`config.mk`:
```
export PLATFORM = sky130hd
export DESIGN_NAME = ordered_id_list_engine
export DESIGN_NICKNAME = d
export VERILOG_FILES = /design/src/sv/oile_pkg.sv /design/src/sv/oile_ram.sv /design/src/sv/oile_seq.sv /design/src/sv/ordered_id_list_engine.sv
export VERILOG_INCLUDE_DIRS = /design/src /design/src/sv
export SDC_FILE = /design/constraint.sdc
export NUM_CORES = 1
export LEC_CHECK = 0
export ABC_AREA = 1
export BUFFER_PORTS_ARGS = -buffer_cell sky130_fd_sc_hd__buf_2
export CORE_MARGIN = 2
export CORE_UTILIZATION = 29
export CTS_CLUSTER_SIZE = 24
export DETAILED_ROUTE_END_ITERATION = 12
export SLEW_MARGIN = 20
export SYNTH_ARGS = -nofsm -noshare
export SYNTH_HDL_FRONTEND = slang
export SYNTH_SLANG_ARGS = --single-unit
```
`constraint.sdc`:
```
create_clock -name aclk -period 4.2 [get_ports aclk]
set_clock_uncertainty 0.2 [all_clocks]
set_input_delay 0.42 -clock aclk [delete_from_list [all_inputs] [get_ports aclk]]
set_output_delay 0.42 -clock aclk [all_outputs]
set_load 0.02 [all_outputs]
```
`src/sv/ordered_id_list_engine_macros.svh`:
```
// ----------------------------------------------------------------------------
// Assertion macros for the ordered id list engine
// Concurrent checks that vanish when SYNTHESIS is defined.
// ----------------------------------------------------------------------------
`ifndef ORDERED_ID_LIST_ENGINE_MACROS_SVH
`define ORDERED_ID_LIST_ENGINE_MACROS_SVH

`ifndef SYNTHESIS

// same-cycle implication
`define OILE_ASSERT_NOW(lbl, clk, rstn, ante, cons) \
    lbl: assert property (@(posedge clk) disable iff (!(rstn)) (ante) |-> (cons)) \
        else $error("ordered id list engine: check failed");

// next-cycle implication
`define OILE_ASSERT_NEXT(lbl, clk, rstn, ante, cons) \
    lbl: assert property (@(posedge clk) disable iff (!(rstn)) (ante) |=> (cons)) \
        else $error("ordered id list engine: check failed");

`else

`define OILE_ASSERT_NOW(lbl, clk, rstn, ante, cons)
`define OILE_ASSERT_NEXT(lbl, clk, rstn, ante, cons)

`endif

`endif

```
`src/sv/oile_pkg.sv`:
```
// ----------------------------------------------------------------------------
// oile_pkg
// Shared types and constants of the ordered id list engine.
// ----------------------------------------------------------------------------
package oile_pkg;

    localparam int DEFAULT_CAPACITY = 16;
    localparam int ID_W             = 32;
    localparam int KIND_W           = 4;
    localparam int POS_W            = 4;
    localparam int CNT_W            = 5;

    typedef enum logic [KIND_W-1:0] {
        REQ_ADD_HEAD  = 4'd0,
        REQ_ADD_TAIL  = 4'd1,
        REQ_RM_HEAD   = 4'd2,
        REQ_RM_TAIL   = 4'd3,
        REQ_RM_ID     = 4'd4,
        REQ_FIND      = 4'd5,
        REQ_PEEK_HEAD = 4'd6,
        REQ_PEEK_TAIL = 4'd7,
        REQ_CLEAR     = 4'd8
    } req_kind_t;

    typedef enum logic [2:0] {
        ST_IDLE,
        ST_READ,
        ST_SCAN,
        ST_SHIFT,
        ST_RESP
    } seq_state_t;

    typedef struct packed {
        logic             ok;
        logic [ID_W-1:0]  result_id;
        logic [POS_W-1:0] match_position;
        logic [CNT_W-1:0] entry_count;
    } result_t;

endpackage

```
`src/sv/oile_ram.sv`:
```
// ----------------------------------------------------------------------------
// oile_ram
// Generic one-write, one-read synchronous RAM with registered read data.
// ----------------------------------------------------------------------------
module oile_ram #(
    parameter int WIDTH = 32,
    parameter int DEPTH = 16
) (
    input  logic                     aclk,
    input  logic                     wr_en,
    input  logic [$clog2(DEPTH)-1:0] wr_addr,
    input  logic [WIDTH-1:0]         wr_data,
    input  logic [$clog2(DEPTH)-1:0] rd_addr,
    output logic [WIDTH-1:0]         rd_data
);

    logic [WIDTH-1:0] mem [DEPTH];
    logic [WIDTH-1:0] rd_data_reg;

    always_ff @(posedge aclk) begin
        if (wr_en) begin
            mem[wr_addr] <= wr_data;
        end
        rd_data_reg <= mem[rd_addr];
    end

    assign rd_data = rd_data_reg;

endmodule

```
`src/sv/oile_seq.sv`:
```
// ----------------------------------------------------------------------------
// oile_seq
// Request sequencer: keeps head pointer and length of the circular store,
// drives the RAM and walks it for search and compaction.
// ----------------------------------------------------------------------------
module oile_seq
    import oile_pkg::*;
#(
    parameter int CAPACITY = DEFAULT_CAPACITY
) (
    input  logic                        aclk,
    input  logic                        aresetn,
    // request side
    input  logic                        req_valid,
    output logic                        req_ready,
    input  logic [KIND_W-1:0]           req_kind,
    input  logic [ID_W-1:0]             req_id,
    // result side
    output logic                        res_valid,
    input  logic                        res_ready,
    output result_t                     res,
    // RAM port
    output logic                        ram_wr_en,
    output logic [$clog2(CAPACITY)-1:0] ram_wr_addr,
    output logic [ID_W-1:0]             ram_wr_data,
    output logic [$clog2(CAPACITY)-1:0] ram_rd_addr,
    input  logic [ID_W-1:0]             ram_rd_data
);

    localparam int AW = $clog2(CAPACITY);
    localparam int LW = $clog2(CAPACITY + 1);
    localparam int CW = AW + 2;
    localparam logic [AW:0]   CAP_S   = (AW+1)'(CAPACITY);
    localparam logic [AW-1:0] LAST_P  = AW'(CAPACITY - 1);
    localparam logic [LW-1:0] CAP_L   = LW'(CAPACITY);

    seq_state_t      state_reg, state_next;
    req_kind_t       kind_reg, kind_next;
    logic [ID_W-1:0] id_reg, id_next;
    logic [AW-1:0]   head_reg, head_next;
    logic [LW-1:0]   len_reg, len_next;
    logic [AW-1:0]   idx_reg, idx_next;
    logic            ok_reg, ok_next;
    logic [ID_W-1:0] rid_reg, rid_next;
    logic [AW-1:0]   pos_reg, pos_next;

    logic            accept;
    req_kind_t       in_kind;
    logic            has_room;
    logic            non_empty;
    logic            hit;
    logic            more_scan;
    logic            more_shift;
    logic [AW-1:0]   head_dec;
    logic [AW-1:0]   head_inc;
    logic [AW-1:0]   tail_idx;

    // map a position from the head onto a RAM address
    function automatic logic [AW-1:0] phys(input logic [AW-1:0] head,
                                           input logic [AW-1:0] l);
        logic [AW:0] s;
        begin
            s = {1'b0, head} + {1'b0, l};
            if (s >= CAP_S) begin
                s = s - CAP_S;
            end
            return s[AW-1:0];
        end
    endfunction

    assign accept     = req_valid && req_ready;
    assign in_kind    = req_kind_t'(req_kind);
    assign has_room   = (len_reg < CAP_L);
    assign non_empty  = (len_reg != '0);
    assign hit        = (ram_rd_data == id_reg);
    assign more_scan  = ((CW'(idx_reg) + CW'(1)) < CW'(len_reg));
    assign more_shift = ((CW'(idx_reg) + CW'(2)) < CW'(len_reg));
    assign head_dec   = (head_reg == '0) ? LAST_P : head_reg - AW'(1);
    assign head_inc   = (head_reg == LAST_P) ? '0 : head_reg + AW'(1);
    assign tail_idx   = AW'(len_reg - LW'(1));

    always_ff @(posedge aclk) begin
        if (!aresetn) begin
            state_reg <= ST_IDLE;
            head_reg  <= '0;
            len_reg   <= '0;
        end else begin
            state_reg <= state_next;
            head_reg  <= head_next;
            len_reg   <= len_next;
        end
    end

    always_ff @(posedge aclk) begin
        kind_reg <= kind_next;
        id_reg   <= id_next;
        idx_reg  <= idx_next;
        ok_reg   <= ok_next;
        rid_reg  <= rid_next;
        pos_reg  <= pos_next;
    end

    // next state
    always_comb begin
        state_next = state_reg;
        case (state_reg)
            ST_IDLE: begin
                if (accept) begin
                    case (in_kind)
                        REQ_RM_HEAD, REQ_RM_TAIL, REQ_PEEK_HEAD, REQ_PEEK_TAIL: begin
                            state_next = non_empty ? ST_READ : ST_RESP;
                        end
                        REQ_RM_ID, REQ_FIND: begin
                            state_next = non_empty ? ST_SCAN : ST_RESP;
                        end
                        default: begin
                            state_next = ST_RESP;
                        end
                    endcase
                end
            end
            ST_READ: begin
                state_next = ST_RESP;
            end
            ST_SCAN: begin
                if (hit) begin
                    state_next = (kind_reg == REQ_RM_ID && more_scan) ? ST_SHIFT : ST_RESP;
                end else if (!more_scan) begin
                    state_next = ST_RESP;
                end
            end
            ST_SHIFT: begin
                if (!more_shift) begin
                    state_next = ST_RESP;
                end
            end
            ST_RESP: begin
                if (res_ready) begin
                    state_next = ST_IDLE;
                end
            end
            default: begin
                state_next = ST_IDLE;
            end
        endcase
    end

    // datapath and RAM control
    always_comb begin
        kind_next   = kind_reg;
        id_next     = id_reg;
        head_next   = head_reg;
        len_next    = len_reg;
        idx_next    = idx_reg;
        ok_next     = ok_reg;
        rid_next    = rid_reg;
        pos_next    = pos_reg;
        ram_wr_en   = 1'b0;
        ram_wr_addr = head_reg;
        ram_wr_data = ram_rd_data;
        ram_rd_addr = head_reg;
        case (state_reg)
            ST_IDLE: begin
                if (accept) begin
                    kind_next = in_kind;
                    id_next   = req_id;
                    ok_next   = 1'b0;
                    rid_next  = '0;
                    pos_next  = '0;
                    idx_next  = '0;
                    case (in_kind)
                        REQ_ADD_HEAD: begin
                            if (has_room) begin
                                ram_wr_en   = 1'b1;
                                ram_wr_addr = head_dec;
                                ram_wr_data = req_id;
                                head_next   = head_dec;
                                len_next    = len_reg + LW'(1);
                                ok_next     = 1'b1;
                                rid_next    = req_id;
                            end
                        end
                        REQ_ADD_TAIL: begin
                            if (has_room) begin
                                ram_wr_en   = 1'b1;
                                ram_wr_addr = phys(head_reg, AW'(len_reg));
                                ram_wr_data = req_id;
                                pos_next    = AW'(len_reg);
                                len_next    = len_reg + LW'(1);
                                ok_next     = 1'b1;
                                rid_next    = req_id;
                            end
                        end
                        REQ_RM_TAIL, REQ_PEEK_TAIL: begin
                            idx_next    = tail_idx;
                            ram_rd_addr = phys(head_reg, tail_idx);
                        end
                        REQ_CLEAR: begin
                            len_next = '0;
                            ok_next  = 1'b1;
                        end
                        default: begin
                            // head-side reads and searches start at the head address
                            ram_rd_addr = head_reg;
                        end
                    endcase
                end
            end
            ST_READ: begin
                ok_next  = 1'b1;
                rid_next = ram_rd_data;
                pos_next = idx_reg;
                if (kind_reg == REQ_RM_HEAD) begin
                    head_next = head_inc;
                    len_next  = len_reg - LW'(1);
                end else if (kind_reg == REQ_RM_TAIL) begin
                    len_next  = len_reg - LW'(1);
                end
            end
            ST_SCAN: begin
                ram_rd_addr = phys(head_reg, idx_reg + AW'(1));
                if (hit) begin
                    ok_next  = 1'b1;
                    rid_next = ram_rd_data;
                    pos_next = idx_reg;
                    if (kind_reg == REQ_RM_ID && !more_scan) begin
                        len_next = len_reg - LW'(1);
                    end
                end else if (more_scan) begin
                    idx_next = idx_reg + AW'(1);
                end
            end
            ST_SHIFT: begin
                // move entry idx+1 down to idx, fetch the one after it
                ram_wr_en   = 1'b1;
                ram_wr_addr = phys(head_reg, idx_reg);
                ram_wr_data = ram_rd_data;
                ram_rd_addr = phys(head_reg, idx_reg + AW'(2));
                if (more_shift) begin
                    idx_next = idx_reg + AW'(1);
                end else begin
                    len_next = len_reg - LW'(1);
                end
            end
            default: begin
                ram_rd_addr = head_reg;
            end
        endcase
    end

    // outputs
    always_comb begin
        req_ready          = (state_reg == ST_IDLE);
        res_valid          = (state_reg == ST_RESP);
        res.ok             = ok_reg;
        res.result_id      = rid_reg;
        res.match_position = POS_W'(pos_reg);
        res.entry_count    = CNT_W'(len_reg);
    end

endmodule

```
`src/sv/ordered_id_list_engine.sv`:
```
// ----------------------------------------------------------------------------
// ordered_id_list_engine
// Ordered list of signed 32-bit ids with add, remove, find, peek and clear.
// ----------------------------------------------------------------------------
// The list lives in one RAM of CAPACITY words used as a ring: a head pointer
// and a length register give the order, so adds and removes at either end
// touch one word. One request is handled at a time. Adds, clear and unknown
// kinds go from acceptance straight to the result state; peeks and end
// removals first pass a read state for the registered RAM data, unless the
// list is empty. Find and remove by id walk the list one entry per cycle
// through the single read port and stop at the first hit; remove by id then
// moves every later entry one place toward the head, one per cycle. The
// result sits in an output register, so the next request is accepted while
// it waits to be taken.
`include "ordered_id_list_engine_macros.svh"

module ordered_id_list_engine
    import oile_pkg::*;
#(
    parameter int CAPACITY = DEFAULT_CAPACITY
) (
    input  logic        aclk,
    input  logic        aresetn,
    input  logic        s_tvalid,
    output logic        s_tready,
    input  logic [31:0] s_tdata,   // [31:0] item_id
    input  logic [3:0]  s_tuser,   // [3:0] req_type
    output logic        m_tvalid,
    input  logic        m_tready,
    output logic [47:0] m_tdata,   // [31:0] result_id, [35:32] match_position,
                                   // [40:36] entry_count, [47:41] zero
    output logic [0:0]  m_tuser    // [0] ok
);

    localparam int AW = $clog2(CAPACITY);

    logic            res_valid;
    logic            res_ready;
    result_t         res;
    logic            ram_wr_en;
    logic [AW-1:0]   ram_wr_addr;
    logic [ID_W-1:0] ram_wr_data;
    logic [AW-1:0]   ram_rd_addr;
    logic [ID_W-1:0] ram_rd_data;

    logic            m_tvalid_reg, m_tvalid_next;
    result_t         out_reg, out_next;

    oile_seq #(
        .CAPACITY (CAPACITY)
    ) u_seq (
        .aclk        (aclk),
        .aresetn     (aresetn),
        .req_valid   (s_tvalid),
        .req_ready   (s_tready),
        .req_kind    (s_tuser),
        .req_id      (s_tdata),
        .res_valid   (res_valid),
        .res_ready   (res_ready),
        .res         (res),
        .ram_wr_en   (ram_wr_en),
        .ram_wr_addr (ram_wr_addr),
        .ram_wr_data (ram_wr_data),
        .ram_rd_addr (ram_rd_addr),
        .ram_rd_data (ram_rd_data)
    );

    oile_ram #(
        .WIDTH (ID_W),
        .DEPTH (CAPACITY)
    ) u_ram (
        .aclk    (aclk),
        .wr_en   (ram_wr_en),
        .wr_addr (ram_wr_addr),
        .wr_data (ram_wr_data),
        .rd_addr (ram_rd_addr),
        .rd_data (ram_rd_data)
    );

    // load the output register whenever it is empty or being drained
    assign res_ready = !m_tvalid_reg || m_tready;

    always_comb begin
        m_tvalid_next = m_tvalid_reg;
        out_next      = out_reg;
        if (res_ready) begin
            m_tvalid_next = res_valid;
            if (res_valid) begin
                out_next = res;
            end
        end
    end

    always_ff @(posedge aclk) begin
        if (!aresetn) begin
            m_tvalid_reg <= 1'b0;
        end else begin
            m_tvalid_reg <= m_tvalid_next;
        end
    end

    always_ff @(posedge aclk) begin
        out_reg <= out_next;
    end

    assign m_tvalid = m_tvalid_reg;
    assign m_tdata  = {7'd0, out_reg.entry_count, out_reg.match_position, out_reg.result_id};
    assign m_tuser  = out_reg.ok;

    `OILE_ASSERT_NEXT(a_busy_after_accept, aclk, aresetn, s_tvalid && s_tready, !s_tready)
    `OILE_ASSERT_NEXT(a_result_lands, aclk, aresetn, res_valid && res_ready, m_tvalid)
    `OILE_ASSERT_NOW(a_fail_zero_fields, aclk, aresetn, m_tvalid && !m_tuser[0], m_tdata[35:0] == 36'd0)

endmodule

```
==> results.py, run 1 <==
metrics = {
    "clocking": {
        "clkSlewWorstSetupHoldPaths_ps": 60,
        "clock_latency_ps": 590,
        "htreeDepth": 3,
        "cts.sink_count": 676,
        "clock_path_buffers": 3,
        "cts_buffers": 68,
        "cts_tree": "done",
        "postCtsSetupRepairBufs": 0,
        "cts-root-buf": "clkbuf_16",
    },
    "synthesis": {
        "synth.distinct_cells": 43,
        "synth_seq_cells": 676,
        "ys_top_cells_by_area": "edfxtp_1 (63%), nand3_1 (11%), nand2_1 (7.4%), inv_1 (5.2%), dfxtp_1 (3.0%)",
        "syn-instance-count": 2880,
        "syn_avg_cell_area_sq_um": 10.5,
        "synth_top_cell_by_area": "edfxtp_1",
        "ys_seq_area_frac": 0.656,
        "synth_area_sq_um": 30200,
        "synth.cells.most_frequent": "nand3_1 (652), edfxtp_1 (631), nand2_1 (593)",
        "synth_most_common_cell": "nand3_1",
        "synth_ff_type": "edfxtp_1",
        "async_flop_share": 0,
        "synthDominantCellAreaShare": 0.627,
        "synth_edf_count": 631,
        "yosysWarnings": 0,
    },
    "setup_path": {
        "crit_type": "flop to flop",
        "slowest_delay_ps": 570,
        "crit_arrival_ps": 3670,
        "critPathLaunch": "u_seq.head_reg[0]$_SDFFE_PN0P_",
        "required_ps": 4280,
        "path_cells": "inv_1 > ha_1 > nand2_1 > nand2_1 > o21ai_0 > o21ai_0 > o21ai_0 > o211ai_1 > inv_1 > nand2_1 > nor2_4 > buf_4",
        "critical_path.top_delay_family": "simple AND/OR/NAND/NOR gates",
        "slowest_stage": "dfxtp_1",
        "worst-path-max-fanout": 10,
        "cp-start-kind": "flop",
        "cp-end-kind": "flop",
        "r2r-start": "u_seq.head_reg[0]$_SDFFE_PN0P_",
        "critPathBufInv": 3,
    },
    "die": {
        "coreArea_sq_um": 103000,
        "dieArea_sq_um": 107000,
        "start_util": 0.292,
        "rows": 118,
        "die_w_um": 327,
        "ios": 91,
        "dieHeight_um": 327,
    },
    "finish": {
        "regMostFlops": "u_ram.mem",
        "largest_reg_flops": 512,
        "area_growth_pct": 16.3,
        "num-fill-cells": 10199,
        "final_util": 0.340,
        "n_antenna_cell": 0,
        "nets": 3053,
        "drive_gt1_frac": 0.0966,
    },
    "route": {
        "routed_via_density": 4.72,
        "wl_per_cell_um": 18.4,
        "drc": 0,
        "drt_iter0_drc": 2140,
        "firstDrtPassIters": 6,
        "vias": 20848,
        "routed_wirelength_mm": 81.3,
        "antenna_left": 0,
    },
    "sta": {
        "setup_viol": 0,
        "final.min_clock_period_ps": 3600,
        "worst_pin_slew_ps": 1040,
        "rsz0062_at_grt": "no",
        "worst_slack_ps": 604,
        "fin_setup_tns_ps": 0,
        "finalCritPeriodShare": 0.856,
        "hold_ws_ps": 216,
        "maxSlewHeadroom": 0.303,
        "hold_viol": 0,
        "fmax_mhz": 278,
        "slew_viol_final": 0,
    },
    "worst_hold_path": {
        "hold_path.startpoint": "u_seq.rid_reg[29]$_DFFE_PP_",
        "hold_path_class": "flop to flop",
    },
    "power_and_ir_drop": {
        "ir_worst_vdd_mv": 0.421,
        "cellPowerDensity_nw_per_um2": 645,
        "power.leakage_nw": 14.1,
        "total_power_w": 0.0227,
    },
    "global_route": {
        "grt_max_degree": 135,
        "grt_pass1_vias": 19925,
        "grt_pass1_wl_mm": 124,
        "grt-ovfl-total": 0,
        "grt_util_all_layers": 0.150,
        "grt_antenna_before_repair": 0,
    },
    "placed_design": {
        "hpwl_mm": 45.7,
        "dpl_worst_slack_ps": 700,
        "place_congestion": 0.861,
        "io_buffers": 83,
    },
    "outcome": {
        "status": "finished, final reports clean",
    },
    "flow_run": {
        "maxCapViolCount": 0,
    },
}
[logic make-up after synthesis]
group / after synthesis / share of synthesized area
adders and majority gates: 30 / 0.0134
DFF: 676 / 0.656
other: 1 / 0.000124
AOI/OAI and AO/OA: 97 / 0.0174
xor gates and xnor gates: 30 / 0.00869
buffers and inverters: 592 / 0.0797
and+or+nand+nor: 1454 / 0.224
[worst register-to-register path, cell delays in order (launching register included)]
cell and delay [ps]:
dfxtp_1 570, inv_1 280, ha_1 310, nand2_1 110, nand2_1 60, o21ai_0 210
o21ai_0 110, o21ai_0 160, o211ai_1 170, inv_1 110, nand2_1 230, nor2_4 450
buf_4 300
[final timing paths]
path / endpoint / slack, ps / depth (start not counted)
setup / recovery: u_ram.mem[11][2]$_DFFE_PP_ / 600 / 12
hold / removal: m_tdata[29]$_DFFE_PP_ / 220 / 0
setup reg to reg: u_ram.mem[11][2]$_DFFE_PP_ / 600 / 12
hold reg to reg: m_tdata[29]$_DFFE_PP_ / 220 / 0
[routing by layer]
layer,part of all wire,up-vias,track usage
met3,0.069,146,0.0236
met2,0.47,776,0.243
met1,0.43,10019,0.203
met4,0.029,0,0.0545
li1,-,9907,-
met5,0,-,0
[cell usage in the layout (no fill, tap or decap), types with 38 or more instances in the layout]
master | netlist | layout
nand2_1 | 593 | 592
nand3b_1 | 99 | 99
nor2_1 | 69 | 50
dlygate4sd3_1 | 0 | 38
inv_1 | 421 | 421
buf_4 | 16 | 41
nand3_1 | 652 | 652
clkbuf_16 | 0 | 70
buf_2 | 93 | 83
edfxtp_1 | 631 | 631
dfxtp_1 | 45 | 45
[where the power goes]
part	internal (W)	switching (W)	total, W	leakage [nW]
logic	0.00212	0.00546	0.00758	6.91
clock network	0.00345	0.00248	0.00593	1.04
registers	0.00878	0.000385	0.00917	6.13
[through the flow]
step,cells,cell area [sq um]
2_1_floorplan,2886,30300
3_3_place_gp,4255,32600
6_report,4413,35200
5_1_grt,4413,35200
3_5_place_dp,4255,32600
4_1_cts,4413,35200
[area by class of cell]
type / count / area (sq um) / share of cell area
tap: 1380 / 1730 / 0.0491
multi-input combinational: 1618 / 8200 / 0.233
sequential: 676 / 19800 / 0.564
timing repair buffer: 188 / 1620 / 0.0462
clock buffer: 101 / 1950 / 0.0554
inverter: 431 / 1620 / 0.0461
clock inverter: 19 / 199 / 0.00566
[timing repair]
action,in CTS,in global routing
gates resized for setup,0,0
hold buffers,38,0
endpoints found under the hold margin,69,0
No activity file was read; power rests on OpenSTA's default activity.
==> inputs of run 2 (changes only) <==
REMOVE_ABC_BUFFERS = 1   (was unset)
==> run 2 against run 1 <==
Register-to-register slack improved by 60 ps. Die area unchanged. Critical path depth rose by 2. Global-route usage up 0.71 points. Utilization rose by 0.12 points. Via count increased by 2.1%. Critical endpoint is now u_ram.rd_data[12]$_DFF_P_.
==> results.py, run 2 (synthesis gave the netlist of run 1 again) <==
metrics = {
    "finish": {
        "final_common_cell": "nand3_1",
        "mostFrequentLayoutCells": "nand3_1 (652), edfxtp_1 (631), nand2_1 (592)",
        "regMostFlops": "u_ram.mem",
        "nets": 3062,
        "largest_reg_flops": 512,
        "area_growth_pct": 16.8,
        "final_util": 0.341,
        "drive_gt1_frac": 0.105,
        "n_antenna_cell": 0,
    },
    "power_and_ir_drop": {
        "cellPowerDensity_nw_per_um2": 652,
        "total_power_w": 0.0230,
        "ir_worst_vdd_mv": 0.480,
        "power.leakage_nw": 14.2,
    },
    "worst_hold_path": {
        "hold_path.startpoint": "s_tvalid",
        "holdPathStages": 3,
        "hold_path_class": "input port to flop",
    },
    "sta": {
        "maxSlewHeadroom": 0.240,
        "slew_viol_final": 0,
        "fmax_mhz": 283,
        "hold_viol": 0,
        "worst_pin_slew_ps": 1130,
        "finalCritPeriodShare": 0.842,
        "rsz0062_at_grt": "no",
        "setup_viol": 0,
        "final.min_clock_period_ps": 3540,
    },
    "setup_path": {
        "cp-end-kind": "flop",
        "path_cells": "nand2_4 > nor2_8 > xor2_1 > inv_1 > ha_1 > a21oi_1 > nand2_8 > nand2_8 > buf_12 > nand2_1 > nand3_1 > nand3_1 > nand3_1 > nand2_1",
        "cp-start-kind": "flop",
        "required_ps": 4510,
        "critPathLaunch": "u_seq.state_reg[1]$_SDFFE_PN0P_",
        "crit_type": "flop to flop",
        "crit_arrival_ps": 3840,
        "r2r_cells": 14,
        "worst-path-max-fanout": 108,
        "slowest_delay_ps": 460,
        "r2r-start": "u_seq.state_reg[1]$_SDFFE_PN0P_",
        "path_common_cell": "nand3_1",
        "slowest_stage": "dfxtp_1",
    },
    "die": {
        "coreArea_sq_um": 103000,
        "rows": 118,
        "dieArea_sq_um": 107000,
        "dieHeight_um": 327,
        "start_util": 0.292,
        "die_w_um": 327,
        "ios": 91,
    },
    "clocking": {
        "clock_latency_ps": 630,
        "cts-root-buf": "clkbuf_16",
        "htreeDepth": 3,
        "clkSlewWorstSetupHoldPaths_ps": 60,
        "clock_path_buffers": 3,
        "cts_buffers": 68,
        "cts.sink_count": 676,
        "cts-resized-gates": 0,
        "cts_tree": "done",
    },
    "route": {
        "drt_iter0_drc": 2473,
        "drc": 0,
        "routed_via_density": 4.81,
        "antenna_left": 0,
        "vias": 21285,
        "wl_per_cell_um": 19.2,
        "firstDrtPassIters": 5,
        "routed_wirelength_mm": 85.1,
    },
    "global_route": {
        "grt_max_degree": 143,
        "gr-usage-met1": 0.229,
        "grt_pass1_vias": 20236,
        "use_met2": 0.238,
        "grt_pass1_wl_mm": 128,
        "grt_util_met3": 0.0298,
        "grt-ovfl-total": 0,
        "grt-busiest-layer": "met2",
        "grt_antenna_before_repair": 3,
        "grt_util_all_layers": 0.157,
    },
    "flow_run": {
        "maxCapViolCount": 0,
    },
    "placed_design": {
        "io_buffers": 83,
        "hpwl_mm": 48.4,
        "place_congestion": 0.878,
    },
    "outcome": {
        "status": "finished, final reports clean",
    },
}
run 2: changes by cell type in the layout (fill, tap and decap cells not counted), sizes merged:
cell,before,now
buf,150,159
clkbuf,101,93
clkinv,15,20
inv,431,435
clkinvlp,0,3
bufinv,4,5
run 2: final timing paths:
kind	to	slack, ps
min	u_seq.kind_reg[2]$_DFFE_PP_	120
max reg2reg	u_ram.rd_data[12]$_DFF_P_	660
max	u_ram.rd_data[12]$_DFF_P_	660
min reg2reg	m_tdata[34]$_DFFE_PP_	220
run 2: power by group:
part / switching (W) / leakage (nW) / internal [W]
Combinational: 0.00563 / 6.95 / 0.00212
Sequential: 0.000334 / 6.13 / 0.00878
Clock: 0.00265 / 1.09 / 0.00350
Total: 0.00861 / 14.2 / 0.0144
run 2: metal layers:
metal	wire length [um]	vias up
met3	7250	126
li1	-	9936
met2	37400	877
met5	12	-
met1	38700	10344
met4	1770	2
run 2: through the flow:
| step | setup TNS (ps) | instance area [sq um] | hold WS, ps | std cells | worst slack [ps] |
|---|---|---|---|---|---|
| finish | 0 | 35300 | 116 | 4427 | 665 |
| floorplan | -357700 | 29500 | 200 | 2725 | -4900 |
| detailed placement | 0 | 32700 | 205 | 4264 | 715 |
| CTS | 0 | 35300 | 71.6 | 4427 | 704 |
| global placement | 0 | 32700 | 203 | 4264 | 721 |
| global route | 0 | 35300 | 97.8 | 4427 | 457 |
run 2: area by class of cell:
type,count,area [sq um]
fillers,10231,68200
flip-flops and latches,676,19800
multi-input cells,1618,8210
clock buffers,93,1890
well taps,1380,1730
repair buffers,197,1670
inverters,431,1620
clock inverters,32,340
run 2: repair_timing:
item	CTS	global route
buffers inserted	0	0
hold buffers	38	0
hold endpoints to repair	68	0
run 2: worst max-delay path: cells and delay by family (launching register included):
kind | cells | cell delay [ps]
buf+inv | 2 | 440
flops | 1 | 460
xor+xnor | 1 | 170
fa+ha+maj | 1 | 270
simple gates | 9 | 1340
compound gates | 1 | 350
==> inputs of run 3 (changes only) <==
clock period = 3.43 ns   (was 4.2 ns; I/O delays follow)
==> run 3 against run 2 <==
Cell area is 1.8% higher. Critical path depth is 1 higher. Power is 25% higher. Non-clock buffer count is 38 higher. Maximum frequency is 7.5% higher. Worst setup slack worse by 520 ps. Critical endpoint is now u_ram.rd_data[4]$_DFF_P_. Clock power is 26% higher. Via count is 0.79% lower. Combinational power is 29% higher. Die area stayed put. Worst hold slack better by 94 ps. Wire length hardly changed.
==> results.py, run 3 (synthesis gave the netlist of run 1 again) <==
metrics = {
    "outcome": {
        "status": "finished, final reports clean",
    },
    "sta": {
        "fmax_mhz": 304,
        "maxSlewHeadroom": 0.316,
        "worst_pin_slew_ps": 1020,
        "setup_viol": 0,
        "slew_viol_final": 0,
        "rsz0062_at_grt": "yes",
        "hold_viol": 0,
        "finalCritPeriodShare": 0.958,
        "final.min_clock_period_ps": 3290,
    },
    "route": {
        "routed_wirelength_mm": 85.0,
        "wl_per_cell_um": 19.0,
        "drt_iter0_drc": 2104,
        "routed_via_density": 4.72,
        "drc": 0,
        "vias": 21117,
        "antenna_left": 0,
        "firstDrtPassIters": 7,
    },
    "setup_path": {
        "cp-start-kind": "flop",
        "cp-end-kind": "flop",
        "crit_arrival_ps": 3580,
        "slowest_delay_ps": 450,
        "endpoint": "u_ram.rd_data[4]$_DFF_P_",
        "worst-path-max-fanout": 88,
        "slowest_stage": "fa_1",
        "critPathLaunch": "u_seq.state_reg[0]$_SDFFE_PN0P_",
        "required_ps": 3720,
        "critPathBufInv": 4,
        "path_common_cell": "nand3_1",
        "regToRegEndpoint": "u_ram.rd_data[4]$_DFF_P_",
        "crit_type": "flop to flop",
        "path_cells": "inv_1 > nor2_8 > xor2_1 > inv_1 > ha_1 > fa_1 > nand2_1 > o21ai_1 > nor2_4 > inv_4 > buf_16 > nand3_1 > nand3_1 > nand3_1 > nand2_1",
        "cp_num_cells": 15,
        "r2r-start": "u_seq.state_reg[0]$_SDFFE_PN0P_",
        "critical_path.top_delay_family": "simple AND/OR/NAND/NOR gates",
        "r2r_slack_ps": 140,
        "r2r_cells": 15,
    },
    "global_route": {
        "grt_util_all_layers": 0.156,
        "grt_antenna_before_repair": 1,
        "grt_pass1_vias": 19969,
        "grt-ovfl-total": 0,
        "grt_max_degree": 98,
        "grt_pass1_wl_mm": 127,
    },
    "die": {
        "ios": 91,
        "die_w_um": 327,
        "dieHeight_um": 327,
        "dieArea_sq_um": 107000,
        "start_util": 0.292,
        "rows": 118,
        "coreArea_sq_um": 103000,
    },
    "worst_hold_path": {
        "hold_path_class": "flop to flop",
    },
    "finish": {
        "nets": 3104,
        "area_growth_pct": 18.9,
        "largest_reg_flops": 512,
        "n_antenna_cell": 0,
        "drive_gt1_frac": 0.116,
        "mostFrequentLayoutCells": "nand3_1 (652), edfxtp_1 (631), nand2_1 (591)",
        "regMostFlops": "u_ram.mem",
        "final_common_cell": "nand3_1",
        "final_util": 0.347,
        "num-fill-cells": 10143,
    },
    "power_and_ir_drop": {
        "ir_worst_vdd_mv": 0.573,
        "power.leakage_nw": 14.5,
        "total_power_w": 0.0289,
        "cellPowerDensity_nw_per_um2": 803,
    },
    "clocking": {
        "htreeDepth": 3,
        "clock_path_buffers": 3,
        "cts.sink_count": 676,
        "cts-root-buf": "clkbuf_16",
        "clock_latency_ps": 630,
        "cts_tree": "done",
        "cts_buffers": 72,
        "clkSlewWorstSetupHoldPaths_ps": 60,
    },
    "placed_design": {
        "hpwl_mm": 49.8,
        "io_buffers": 83,
        "place_congestion": 0.867,
    },
    "flow_run": {
        "maxCapViolCount": 0,
    },
}
## run 3: cell types whose count changed in the layout (fill, tap and decap cells not counted), moves of 2 or more
cell / delta
clkinv_8: +2
buf_4: +16
clkinv_2: -6
inv_6: -2
buf_12: +15
clkbuf_8: +3
clkinv_1: +10
clkbuf_1: -4
buf_6: +4
clkbuf_16: +4
## run 3: repair_timing
item / in CTS / in global routing
hold buffers: 39 / 0
buffers inserted: 0 / 1
hold endpoints to repair: 76 / 0
resized for setup: 0 / 8
endpoints found under the setup margin: 0 / 38
## run 3: cell type report
| type | count | area, sq um | share of cell area |
|---|---|---|---|
| Multi-Input combinational cell | 1618 | 8210 | 0.228 |
| Sequential cell | 676 | 19900 | 0.552 |
| Clock buffer | 95 | 1990 | 0.0554 |
| Tap cell | 1380 | 1730 | 0.0480 |
| Timing Repair Buffer | 235 | 2190 | 0.0610 |
| Clock inverter | 35 | 355 | 0.00988 |
| Inverter | 431 | 1620 | 0.0451 |
## run 3: how the worst min path moves through the flow
stage / start / to / slack, ps / depth (start not counted)
2_1_floorplan: u_seq.rid_reg[0]$_DFFE_PP_ / m_tdata[0]$_DFFE_PP_ / 200 / 0
3_3_place_gp: u_seq.rid_reg[22]$_DFFE_PP_ / m_tdata[22]$_DFFE_PP_ / 200 / 0
3_5_place_dp: u_seq.rid_reg[30]$_DFFE_PP_ / m_tdata[30]$_DFFE_PP_ / 200 / 0
4_1_cts: s_tvalid / u_seq.state_reg[0]$_SDFFE_PN0P_ / 210 / 7
5_1_grt: u_seq.rid_reg[6]$_DFFE_PP_ / m_tdata[6]$_DFFE_PP_ / 220 / 0
6_report: u_seq.rid_reg[6]$_DFFE_PP_ / m_tdata[6]$_DFFE_PP_ / 210 / 0
## run 3: where the power goes
part	internal, W	switching, W	total (W)	leakage [nW]
sequential	0.0108	0.000391	0.0111	6.13
clock	0.00449	0.00328	0.00777	1.14
combinational	0.00299	0.00698	0.00996	7.22
total	0.0182	0.0106	0.0289	14.5
## run 3: metal layers
metal | track usage | vias to the layer above | wire (um)
li1 | - | 10021 | -
met1 | 0.226 | 10146 | 38500
met2 | 0.235 | 800 | 37400
met3 | 0.0335 | 150 | 6940
met4 | 0.0467 | 0 | 2210
met5 | 0 | - | 0
## run 3: through the flow
stage                     cell area, sq um  worst slack, ps  hold slack (ps)  setup TNS, ps  std cells
after floorplan                      29500            -5670              200        -833180       2725
after detailed placement             33200              186              205              0       4299
final                                36000              143              210              0       4470
after global placement               33200              211              201              0       4299
after CTS                            35900              161              205              0       4468
after global routing                 36000            -17.8              221          -26.5       4470
